===== src/design/tkps_pkg.sv =====
// shared types and constants for the top-k height point selector
package tkps_pkg;

    localparam int DEF_NUM_CELLS = 5;
    localparam int COORD_W       = 16;
    localparam int COUNT_W       = 3;
    localparam int RANK_W        = 3;
    localparam int IN_TDATA_W    = 80;
    localparam int OUT_TDATA_W   = 88;
    localparam int FIFO_DEPTH    = 4;

    localparam logic [COUNT_W-1:0] SELECT_COUNT_RESET = 3'd5;

    // one radar point as stored in a cell
    typedef struct packed {
        logic [COORD_W-1:0] snr;
        logic [COORD_W-1:0] velocity;
        logic [COORD_W-1:0] y;
        logic [COORD_W-1:0] x;
        logic [COORD_W-1:0] height;
    } point_t;

    // one decoded input beat
    typedef struct packed {
        logic   set_end;
        point_t pt;
    } item_t;

endpackage


===== src/design/top_k_height_point_select_top.sv =====
// top level of the streaming top-k height point selector
//
// Keeps the select_count highest radar points of each set in a sorted cell
// array and reports them, highest first, after the beat marked tlast. One
// point is taken per clock cycle while no set end waits: a four-entry queue
// feeds the cell array, which compares the new height against every cell at
// once and inserts it. The report of a set leaves at up to one beat a cycle
// from an output register, k beats for k kept points. A set end waits in the
// queue while the previous report still has beats to move into the output
// register and is taken in the same cycle as the last of them moves, so with
// the output ready a set end only stalls when its set has fewer points than
// the report ahead of it has beats. On its way to the first report beat a set
// end passes through the queue, the captured list and the output register.
module top_k_height_point_select_top
#(
    parameter int NUM_CELLS = tkps_pkg::DEF_NUM_CELLS
)
(
    input  logic                                clk,
    input  logic                                rst_n,
    // select_count
    input  logic                                cfg_valid,
    output logic                                cfg_ready,
    input  logic [tkps_pkg::COUNT_W-1:0]        cfg_data,
    input  logic                                s_axis_tvalid,
    output logic                                s_axis_tready,
    // point_height, point_x, point_y, point_velocity, point_snr
    input  logic [tkps_pkg::IN_TDATA_W-1:0]     s_axis_tdata,
    // set_end
    input  logic                                s_axis_tlast,
    output logic                                m_axis_tvalid,
    input  logic                                m_axis_tready,
    // rank, sel_height, sel_x, sel_y, sel_velocity, sel_snr, zero padding
    output logic [tkps_pkg::OUT_TDATA_W-1:0]    m_axis_tdata,
    // run_last
    output logic                                m_axis_tlast
);

    localparam int KW = $clog2(NUM_CELLS + 1);

    logic [tkps_pkg::COUNT_W-1:0]   select_count_reg;
    logic [KW-1:0]                  keep_count;
    tkps_pkg::item_t                item;
    logic                           item_valid;
    logic                           item_ready;
    logic                           drain_busy;
    logic                           snap_load;
    logic [NUM_CELLS-1:0]           snap_valid;
    tkps_pkg::point_t               snap_pt [NUM_CELLS];

    // select_count register
    assign cfg_ready = 1'b1;

    always_ff @(posedge clk or negedge rst_n)
    begin
        if (!rst_n)
            select_count_reg <= tkps_pkg::SELECT_COUNT_RESET;
        else if (cfg_valid && cfg_ready)
            select_count_reg <= cfg_data;
    end

    // clamp the count to one through the cell count
    always_comb
    begin
        if (select_count_reg == '0)
            keep_count = KW'(1);
        else if (int'(select_count_reg) > NUM_CELLS)
            keep_count = KW'(NUM_CELLS);
        else
            keep_count = KW'(select_count_reg);
    end

    tkps_front u_front
    (
        .clk           (clk),
        .rst_n         (rst_n),
        .s_axis_tvalid (s_axis_tvalid),
        .s_axis_tready (s_axis_tready),
        .s_axis_tdata  (s_axis_tdata),
        .s_axis_tlast  (s_axis_tlast),
        .item          (item),
        .item_valid    (item_valid),
        .item_ready    (item_ready)
    );

    tkps_cells #(.NUM_CELLS(NUM_CELLS), .KW(KW)) u_cells
    (
        .clk        (clk),
        .rst_n      (rst_n),
        .item       (item),
        .item_valid (item_valid),
        .item_ready (item_ready),
        .keep_count (keep_count),
        .drain_busy (drain_busy),
        .snap_load  (snap_load),
        .snap_valid (snap_valid),
        .snap_pt    (snap_pt)
    );

    tkps_drain #(.NUM_CELLS(NUM_CELLS)) u_drain
    (
        .clk           (clk),
        .rst_n         (rst_n),
        .snap_load     (snap_load),
        .snap_valid    (snap_valid),
        .snap_pt       (snap_pt),
        .drain_busy    (drain_busy),
        .m_axis_tvalid (m_axis_tvalid),
        .m_axis_tready (m_axis_tready),
        .m_axis_tdata  (m_axis_tdata),
        .m_axis_tlast  (m_axis_tlast)
    );

endmodule


===== src/design/tkps_front.sv =====
// front end: input beat decode and a short queue towards the cell array
module tkps_front
(
    input  logic                               clk,
    input  logic                               rst_n,
    input  logic                               s_axis_tvalid,
    output logic                               s_axis_tready,
    input  logic [tkps_pkg::IN_TDATA_W-1:0]    s_axis_tdata,
    input  logic                               s_axis_tlast,
    output tkps_pkg::item_t                    item,
    output logic                               item_valid,
    input  logic                               item_ready
);

    localparam int PTR_W = $clog2(tkps_pkg::FIFO_DEPTH);
    localparam int CNT_W = $clog2(tkps_pkg::FIFO_DEPTH + 1);

    tkps_pkg::item_t    fifo_mem [tkps_pkg::FIFO_DEPTH];
    tkps_pkg::item_t    push_item;
    logic [PTR_W-1:0]   wr_ptr_reg;
    logic [PTR_W-1:0]   rd_ptr_reg;
    logic [CNT_W-1:0]   count_reg;
    logic               push;
    logic               pop;

    // unpack the beat: height, x, y, velocity, snr from the lowest bit up
    always_comb
    begin
        push_item.pt      = tkps_pkg::point_t'(s_axis_tdata);
        push_item.set_end = s_axis_tlast;
    end

    assign s_axis_tready = (count_reg != CNT_W'(tkps_pkg::FIFO_DEPTH));
    assign push          = s_axis_tvalid && s_axis_tready;
    assign item_valid    = (count_reg != '0);
    assign pop           = item_valid && item_ready;
    assign item          = fifo_mem[rd_ptr_reg];

    // queue pointers and fill level
    always_ff @(posedge clk or negedge rst_n)
    begin
        if (!rst_n)
        begin
            wr_ptr_reg <= '0;
            rd_ptr_reg <= '0;
            count_reg  <= '0;
        end
        else
        begin
            if (push)
                wr_ptr_reg <= wr_ptr_reg + PTR_W'(1);
            if (pop)
                rd_ptr_reg <= rd_ptr_reg + PTR_W'(1);
            if (push && !pop)
                count_reg <= count_reg + CNT_W'(1);
            else if (pop && !push)
                count_reg <= count_reg - CNT_W'(1);
        end
    end

    // queue storage
    always_ff @(posedge clk)
    begin
        if (push)
            fifo_mem[wr_ptr_reg] <= push_item;
    end

endmodule


===== src/design/tkps_cells.sv =====
// back end: sorted cell array with parallel compare and shift insertion
module tkps_cells
#(
    parameter int NUM_CELLS = tkps_pkg::DEF_NUM_CELLS,
    parameter int KW        = $clog2(NUM_CELLS + 1)
)
(
    input  logic                    clk,
    input  logic                    rst_n,
    input  tkps_pkg::item_t         item,
    input  logic                    item_valid,
    output logic                    item_ready,
    input  logic [KW-1:0]           keep_count,
    input  logic                    drain_busy,
    output logic                    snap_load,
    output logic [NUM_CELLS-1:0]    snap_valid,
    output tkps_pkg::point_t        snap_pt [NUM_CELLS]
);

    logic [NUM_CELLS-1:0]   valid_reg;
    logic [NUM_CELLS-1:0]   valid_next;
    tkps_pkg::point_t       cell_pt_reg [NUM_CELLS];
    tkps_pkg::point_t       cell_pt_next [NUM_CELLS];
    logic [NUM_CELLS-1:0]   in_k;
    logic [NUM_CELLS-1:0]   higher;
    logic [NUM_CELLS-1:0]   take;
    logic [NUM_CELLS-1:0]   shift;
    logic                   fire;

    // a set end waits while the previous set is still being reported
    assign item_ready = !(item.set_end && drain_busy);
    assign fire       = item_valid && item_ready;

    // per-cell compare against the incoming height
    always_comb
    begin
        for (int j = 0; j < NUM_CELLS; j++)
        begin
            in_k[j]   = (int'(keep_count) > j);
            higher[j] = in_k[j] && (!valid_reg[j] ||
                        ($signed(item.pt.height) > $signed(cell_pt_reg[j].height)));
        end
    end

    // first hit takes the point, cells below it inside the window move down
    always_comb
    begin
        logic seen;
        int   pj;
        seen = 1'b0;
        pj   = 0;
        for (int j = 0; j < NUM_CELLS; j++)
        begin
            take[j]  = higher[j] && !seen;
            shift[j] = seen && in_k[j];
            seen     = seen | higher[j];
        end
        for (int j = 0; j < NUM_CELLS; j++)
        begin
            pj = (j > 0) ? j - 1 : 0;
            if (take[j])
            begin
                valid_next[j]   = 1'b1;
                cell_pt_next[j] = item.pt;
            end
            else if (shift[j])
            begin
                valid_next[j]   = valid_reg[pj];
                cell_pt_next[j] = cell_pt_reg[pj];
            end
            else
            begin
                valid_next[j]   = valid_reg[j];
                cell_pt_next[j] = cell_pt_reg[j];
            end
        end
    end

    // hand the updated list to the report sequencer on a set end
    assign snap_load  = fire && item.set_end;
    assign snap_valid = valid_next & in_k;
    assign snap_pt    = cell_pt_next;

    // valid bits, cleared at the end of every set
    always_ff @(posedge clk or negedge rst_n)
    begin
        if (!rst_n)
            valid_reg <= '0;
        else if (fire)
            valid_reg <= item.set_end ? '0 : valid_next;
    end

    // cell payload
    always_ff @(posedge clk)
    begin
        if (fire && !item.set_end)
            cell_pt_reg <= cell_pt_next;
    end

endmodule


===== src/design/tkps_drain.sv =====
// report sequencer: walks a captured list in rank order into the output register
module tkps_drain
#(
    parameter int NUM_CELLS = tkps_pkg::DEF_NUM_CELLS,
    parameter int IDX_W     = (NUM_CELLS > 1) ? $clog2(NUM_CELLS) : 1
)
(
    input  logic                                clk,
    input  logic                                rst_n,
    input  logic                                snap_load,
    input  logic [NUM_CELLS-1:0]                snap_valid,
    input  tkps_pkg::point_t                    snap_pt [NUM_CELLS],
    output logic                                drain_busy,
    output logic                                m_axis_tvalid,
    input  logic                                m_axis_tready,
    output logic [tkps_pkg::OUT_TDATA_W-1:0]    m_axis_tdata,
    output logic                                m_axis_tlast
);

    localparam int PAD_W = tkps_pkg::OUT_TDATA_W - tkps_pkg::RANK_W
                           - $bits(tkps_pkg::point_t);

    logic [NUM_CELLS-1:0]           mask_reg;
    tkps_pkg::point_t               list_reg [NUM_CELLS];
    logic [IDX_W-1:0]               pick_idx;
    logic [NUM_CELLS-1:0]           pick_oh;
    logic [NUM_CELLS-1:0]           rest;
    logic                           pending;
    logic                           emit;
    logic                           out_valid_reg;
    logic                           out_last_reg;
    logic [tkps_pkg::RANK_W-1:0]    out_rank_reg;
    tkps_pkg::point_t               out_pt_reg;

    // lowest remaining rank
    always_comb
    begin
        logic found;
        found    = 1'b0;
        pick_idx = '0;
        pick_oh  = '0;
        for (int j = 0; j < NUM_CELLS; j++)
        begin
            if (mask_reg[j] && !found)
            begin
                found      = 1'b1;
                pick_idx   = IDX_W'(j);
                pick_oh[j] = 1'b1;
            end
        end
    end

    assign rest    = mask_reg & ~pick_oh;
    assign pending = |mask_reg;
    assign emit    = pending && (!out_valid_reg || m_axis_tready);

    // the captured list frees up as its last pending beat moves out
    assign drain_busy = pending && !(emit && (rest == '0));

    // pending ranks of the captured list
    always_ff @(posedge clk or negedge rst_n)
    begin
        if (!rst_n)
            mask_reg <= '0;
        else if (snap_load)
            mask_reg <= snap_valid;
        else if (emit)
            mask_reg <= rest;
    end

    // captured list payload
    always_ff @(posedge clk)
    begin
        if (snap_load)
            list_reg <= snap_pt;
    end

    // output beat valid
    always_ff @(posedge clk or negedge rst_n)
    begin
        if (!rst_n)
            out_valid_reg <= 1'b0;
        else if (emit)
            out_valid_reg <= 1'b1;
        else if (m_axis_tready)
            out_valid_reg <= 1'b0;
    end

    // output beat payload
    always_ff @(posedge clk)
    begin
        if (emit)
        begin
            out_rank_reg <= tkps_pkg::RANK_W'(pick_idx);
            out_pt_reg   <= list_reg[pick_idx];
            out_last_reg <= (rest == '0);
        end
    end

    assign m_axis_tvalid = out_valid_reg;
    assign m_axis_tlast  = out_last_reg;
    assign m_axis_tdata  = {{PAD_W{1'b0}}, out_pt_reg, out_rank_reg};

endmodule


===== config.mk =====
export PLATFORM = sky130hd
export DESIGN_NAME = top_k_height_point_select_top
export DESIGN_NICKNAME = d
export VERILOG_FILES = /design/src/design/tkps_pkg.sv /design/src/design/top_k_height_point_select_top.sv /design/src/design/tkps_front.sv /design/src/design/tkps_cells.sv /design/src/design/tkps_drain.sv
export SDC_FILE = /design/constraint.sdc
export NUM_CORES = 1
export LEC_CHECK = 0
export BUFFER_PORTS_ARGS = -buffer_cell sky130_fd_sc_hd__clkbuf_2
export CAP_MARGIN = 20
export CORE_ASPECT_RATIO = 0.8
export CORE_UTILIZATION = 50
export CTS_BUF_LIST = sky130_fd_sc_hd__clkbuf_8
export DETAILED_ROUTE_END_ITERATION = 7
export PLACE_DENSITY = 0.76
export SYNTH_ARGS = -nofsm -noshare
export SYNTH_HDL_FRONTEND = slang
export SYNTH_SLANG_ARGS = --single-unit

===== constraint.sdc =====
create_clock -name clk -period 10 [get_ports clk]
set_input_delay 0 -clock clk [delete_from_list [all_inputs] [get_ports clk]]
set_output_delay 0 -clock clk [all_outputs]
set_load 0.05 [all_outputs]

==> impl_metrics.yaml, run 1 <==
run_status:
  status: "completed"
timing:
  finalMaxSlewViolations: 0
  tightest_slew_ns: 1.336
  setup_viol: 0
  clock-skew-final_ns: 0.06193
  rsz0062_at_grt: "false"
  finalHoldViolations: 0
  period_minus_slack_ns: 6.826
  fmax_mhz: 146.5
  fin_crit_sh: 0.6826
  slew_headroom: 0.1002
  fin_setup_tns_ns: 0
floorplan:
  core_area_um2: 102900
  rows: 105
  die_area_um2: 105300
  initial_core_util: 0.5056
  die_w_um: 362.6
  die_h_um: 290.5
  io_pins: 181
clock_tree:
  cts_buffers: 182
  cts_sinks: 1229
  clock_path_buffers: 3
  cts_tree: "yes"
  cts.htree.levels: 4
  clkLatencyLatePin_ns: 0.89
  post_cts_buffers: 0
  cts.clk_slew.worst_paths_ns: 0.07
  cts-root-buf: "clkbuf_8"
grt:
  grt_pass1_wl_um: 197100
  grt_pass1_vias: 31033
  antenna_found_initial: 12
  grt_max_degree: 186
  grt_usage: 0.2514
  gr-total-overflow: 0
layout:
  fin_area_um2: 59430
  areaGrowthSynthToFinish_pct: 14.26
  fin_nets: 3647
  layout_commonest_cell: "edfxtp_1"
  final_cell_mix: "edfxtp_1 (1208), clkbuf_8 (187), dlygate4sd3_1 (175)"
  drive_gt1_frac: 0.2123
  n_fill_cell: 7677
placement:
  port_buffers: 174
  gpl.final_weighted_congestion: 0.8893
  dpl_cell_area_um2: 54250
  dpl.hpwl_um: 71900
routing:
  routedWlPerCell_um: 26.68
  drt_first_pass_iters: 6
  postRouteWirelength_um: 133700
  first_iter_violations: 4009
  vias: 31454
  drc: 0
  viasPerCell: 6.276
  ant_nets: 0
setup_path:
  critPathKind: "flip-flop to flip-flop"
  cp.arrival_ns: 7.48
  endpoint_kind: "flip-flop"
  path_max_fanout: 51
  required_ns: 10.66
  startpoint_type: "flip-flop"
synthesis:
  seq_area_frac_synth: 0.7076
  synth_cells: 3092
  ys_types: 64
  synth_top_cell_by_area: "edfxtp_1"
  synthFlopType: "edfxtp_1"
  async_reset_ff_frac: 0.01709
  synth_edf_count: 1208
  netlist.area_leader.share: 0.6974
  netlist_area_um2: 52010
  synth_seq_cells: 1229
  synthTopCellsByArea: "edfxtp_1 (70%), mux4_2 (5.5%), mux2_2 (3.2%), mux2i_1 (2.2%), a221o_1 (2.2%)"
  avgSynthCellArea_um2: 16.82
  yosysWarnings: 0
worst_hold_path:
  hold_class: "primary input to flip-flop"
run:
  max_cap_viol_count: 0
-- timing repair --
action                                  CTS  global route
endpoints found under the setup margin    0             0
hold endpoints to repair                438             0
hold buffers                            176             0
resized for setup                         0             0
-- Yosys cell counts (3+ instances only) --
master and count:
buf_1 26, nand3_1 40, a211oi_1 4, o211ai_1 3, mux4_2 128, nor3b_1 3
nor2b_1 7, a21o_1 78, a2bb2oi_1 81, buf_6 10, o21a_1 37, ha_1 85
o21ai_0 108, clkbuf_1 136, xnor2_1 4, nand2_1 116, and4_1 3, edfxtp_1 1208
o22ai_1 42, a21oi_1 38, inv_1 89, mux2_2 149, dfrtp_1 19, and3_1 90
buf_4 22, nand3b_1 46, nand4_1 12, buf_2 12, nor2_1 118, mux2i_1 114
a221o_1 112, nand2b_1 4, a22oi_1 23, o31ai_1 19, a22o_1 64, and2_1 3
-- worst paths after layout --
kind | start | end | slack (ns) | cells past startpoint
worst max register to register | u_front.rd_ptr_reg[1] | u_drain.list_reg[53] | 3.17 | 14
worst max-delay path | u_front.rd_ptr_reg[1] | u_drain.list_reg[53] | 3.17 | 14
max in group asynchronous | rst_n | u_cells.valid_reg[2] | 9.41 | 4
worst min register to register | u_front.count_reg[2] | u_front.count_reg[2] | 0.50 | 1
worst min-delay path | s_axis_tdata[63] | u_front.fifo_mem[1][63] | 0.10 | 2
min in group asynchronous | rst_n | select_count_reg[2] | 0.37 | 3
-- metrics by stage --
| step | setup slack (ns) | std cells | utilization | hold WS, ns |
|---|---|---|---|---|
| 3_3_place_gp | 3.419 | 4502 | 0.5273 | 0.09674 |
| 3_5_place_dp | 3.243 | 4502 | 0.5273 | 0.09780 |
| 6_report | 3.174 | 5012 | 0.5778 | 0.1012 |
| 5_1_grt | 2.829 | 5010 | 0.5777 | 0.07476 |
| 2_1_floorplan | 2.008 | 3096 | - | -0.2956 |
| 4_1_cts | 3.231 | 5008 | 0.5774 | 0.01374 |
-- worst max-delay path, cell delays in order, from the launching register on --
cell	delay, ns
dfrtp_4	0.97
buf_4	0.64
mux2_2	0.40
o21ai_0	0.22
buf_4	0.22
ha_1	0.16
nor2b_1	0.04
o21ai_0	0.14
a21boi_1	0.10
a2111oi_2	0.40
mux2i_1	0.58
or4_4	0.95
o21a_4	0.92
buf_4	0.59
a2bb2oi_1	0.26
-- logic make-up (layout without fill, tap and decap cells) --
| family | count (synthesis) | after routing | synth area share |
|---|---|---|---|
| buffers and inverters | 296 | 818 | 0.02468 |
| adders and majority gates | 86 | 86 | 0.02083 |
| other | 2 | 9 | 0.0001444 |
| AOI/OAI and AO/OA | 628 | 628 | 0.09201 |
| DFF | 1229 | 1229 | 0.7076 |
| xor gates and xnor gates | 6 | 6 | 0.001010 |
| muxes | 391 | 391 | 0.1096 |
| and+or+nand+nor | 454 | 454 | 0.04414 |
-- cell type report --
class | instances | area (µm²) | area share
antenna | 3 | 7.507 | 0.0001263
clock buffer | 187 | 2574 | 0.04331
clock inverter | 143 | 805.8 | 0.01356
inverter | 90 | 345.3 | 0.005811
multi-input combinational | 1571 | 14100 | 0.2373
sequential | 1229 | 36810 | 0.6194
tap | 1391 | 1740 | 0.02928
timing repair buffer | 398 | 3048 | 0.05128
-- layer usage --
layer	global-route usage	routed length [µm]
met4	0.08614	3622
met5	0	69
met3	0.06248	14970
met2	0.3807	60630
met1	0.3565	54430
Power of run 1 is left out: the tool's default activity adds up to more than one toggle a clock period on the data nets, which glitch-free logic cannot reach.
==> run 2, diff against run 1 <==
- ABC_AREA: unset -> 1
- clock period: 10 -> 6 ns (I/O delays scaled with it)
==> impl_metrics.yaml, run 2 <==
run_status:
  status: "completed"
routing:
  postRouteWirelength_um: 138100
  vias: 36784
  drt_first_pass_iters: 7
  viasPerCell: 5.776
  drc: 0
  routedWlPerCell_um: 21.68
  first_iter_violations: 5017
  ant_nets: 0
placement:
  gpl.final_weighted_congestion: 0.9180
  dp_cells: 5845
  dpl_cell_area_um2: 55210
  dpl.hpwl_um: 82340
  port_buffers: 174
synthesis:
  netlist.area_leader.share: 0.6870
  synth_top_cell_by_area: "edfxtp_1"
  synth-compound-area-share: 0.1111
  yosysWarnings: 0
  netlist_area_um2: 52800
  seq_area_frac_synth: 0.6970
  avgSynthCellArea_um2: 11.87
  synth_seq_cells: 1229
  synth_commonest_cells: "edfxtp_1 (1208), nand2_1 (895), o21ai_0 (444)"
  yosys.area_share.simple: 0.1012
  synth_most_common_cell: "edfxtp_1"
  ys_types: 47
  synth.area.mux_share: 0.01728
  synth_top_family_by_area: "compound AO/OA/AOI/OAI gates"
  synthXorXnorAreaFrac: 0.0006635
  synth_edf_count: 1208
  synthFlopType: "edfxtp_1"
  async_reset_ff_frac: 0.01709
  synthTopCellsByArea: "edfxtp_1 (69%), nand2_1 (6.4%), o21ai_0 (4.2%), inv_1 (2.8%), ha_1 (2.0%)"
  synth_fa_ha_area_frac: 0.02052
  synth_cells: 4449
setup_path:
  cp.arrival_ns: 5.80
  endpoint_kind: "flip-flop"
  path_delay_family: "buffers and inverters"
  critPathKind: "flip-flop to flip-flop"
  crit_slowest_cell: "a32oi_1"
  required_ns: 6.57
  path_max_fanout: 75
  critPathMaxStageDelay_ns: 0.78
  startpoint_type: "flip-flop"
  crit_buf_inv: 4
  cp_cell_sequence: "buf_4 > nand2_1 > a32oi_1 > ha_1 > nand2_1 > inv_1 > nand4_1 > nor2_1 > a21oi_1 > nand2_1 > nand2_4 > nor2_2 > inv_4 > buf_12 > o21ai_0 > a21oi_1 > a21oi_1"
grt:
  grt_max_degree: 121
  grt_pass1_wl_um: 208500
  grtUsageMet1: 0.3620
  busiest_layer: "met2"
  use_met3: 0.07731
  grt_usage: 0.2572
  grt_pass1_vias: 35646
  antenna_found_initial: 8
  gr-total-overflow: 0
  use_met2: 0.3802
layout:
  areaGrowthSynthToFinish_pct: 14.67
  final_cell_mix: "edfxtp_1 (1208), nand2_1 (893), inv_1 (461)"
  n_fill_cell: 8283
  layout_commonest_cell: "edfxtp_1"
  regArea_um2: 36810
  fin_cells: 6368
  fin_area_um2: 60540
  drive_gt1_frac: 0.1234
  multi_input_area_um2: 13400
  fin_nets: 4987
floorplan:
  rows: 106
  die_area_um2: 106900
  die_w_um: 365.3
  die_h_um: 292.7
  io_pins: 181
  initial_core_util: 0.5052
  core_area_um2: 104500
clock_tree:
  cts_tree: "yes"
  cts_resized: 0
  cts-root-buf: "clkbuf_8"
  cts.htree.levels: 4
  post_cts_buffers: 0
  cts.clk_slew.worst_paths_ns: 0.06
  clock_path_buffers: 3
  cts_buffers: 186
  clkLatencyLatePin_ns: 0.86
  cts_sinks: 1229
timing:
  fmax_mhz: 191.3
  slew_headroom: 0.1260
  setup_viol: 0
  finalMaxSlewViolations: 0
  period_minus_slack_ns: 5.229
  fin_crit_sh: 0.8715
  finalHoldViolations: 0
  tightest_slew_ns: 1.311
  rsz0062_at_grt: "false"
  worst_hold_slack_ns: 0.2453
  clock-skew-final_ns: 0.05623
run:
  max_cap_viol_count: 0
worst_hold_path:
  hold_class: "primary input to asynchronous set/reset pin"
==> run 2: cell count changes in the layout (fill, tap and decap cells not counted), sizes merged, moves of 75 or more <==
cell / delta
a21o: -75
a21oi: +86
a221o: -112
a2bb2oi: -81
a32oi: +80
and3: -90
inv: +323
mux2i: -114
mux4: -128
nand2: +784
nand3: +123
nor2: +160
o21ai: +484
==> run 2: cells by family after synthesis <==
kind of cell / Yosys count
flip-flops: 1229
other: 2
buffers and inverters: 675
AO/OA/AOI/OAI: 1020
XOR/XNOR: 4
adder cells (fa/ha/maj): 86
multiplexers: 81
AND/OR/NAND/NOR: 1352
==> run 2: metrics by stage <==
stage / worst slack, ns / setup TNS (ns) / utilization
final: 0.7713 / 0 / 0.5793
after global routing: 0.2764 / 0 / 0.5793
after CTS: 0.8447 / 0 / 0.5787
after detailed placement: 0.8736 / 0 / 0.5283
after global placement: 0.9551 / 0 / 0.5283
after floorplan: -2.217 / -1359.84 / -
==> run 2: per-layer routing <==
layer  wire length [µm]  vias up
li1                   -    16674
met1              56020    17590
met2              60680     2248
met3              17670      266
met4               3663        6
met5                 37        -
==> run 2: final cells by class <==
class / count / area share
Timing Repair Buffer: 437 / 0.05873
Antenna cell: 6 / 0.0002480
Clock inverter: 146 / 0.01432
Sequential cell: 1229 / 0.6079
Tap cell: 1404 / 0.02902
Multi-Input combinational cell: 2549 / 0.2214
Inverter: 409 / 0.02563
Clock buffer: 188 / 0.04274
==> run 2: repair_timing <==
item / 4_1_cts / 5_1_grt
hold endpoints to repair: 384 / 0
hold buffers: 181 / 0
endpoints found under the setup margin: 0 / 0
==> run 2: final timing paths <==
check	startpoint	end	slack, ns	cells past startpoint
hold / removal	rst_n	select_count_reg[0]	0.25	3
min in group clk	s_axis_tvalid	u_front.wr_ptr_reg[0]	0.29	4
setup reg to reg	u_front.rd_ptr_reg[0]	u_cells.cell_pt_reg[243]	0.77	17
max in group asynchronous	rst_n	u_drain.mask_reg[2]	4.78	5
setup / recovery	u_front.rd_ptr_reg[0]	u_cells.cell_pt_reg[243]	0.77	17
hold reg to reg	u_front.rd_ptr_reg[1]	u_front.rd_ptr_reg[1]	0.54	1
==> run 2: tightest hold or removal path, stage by stage <==
cell	delay, ns
dlygate4sd3_1	0.52
dlygate4sd3_1	0.54
clkbuf_2	0.18
Power of run 2 is left out for the same reason.
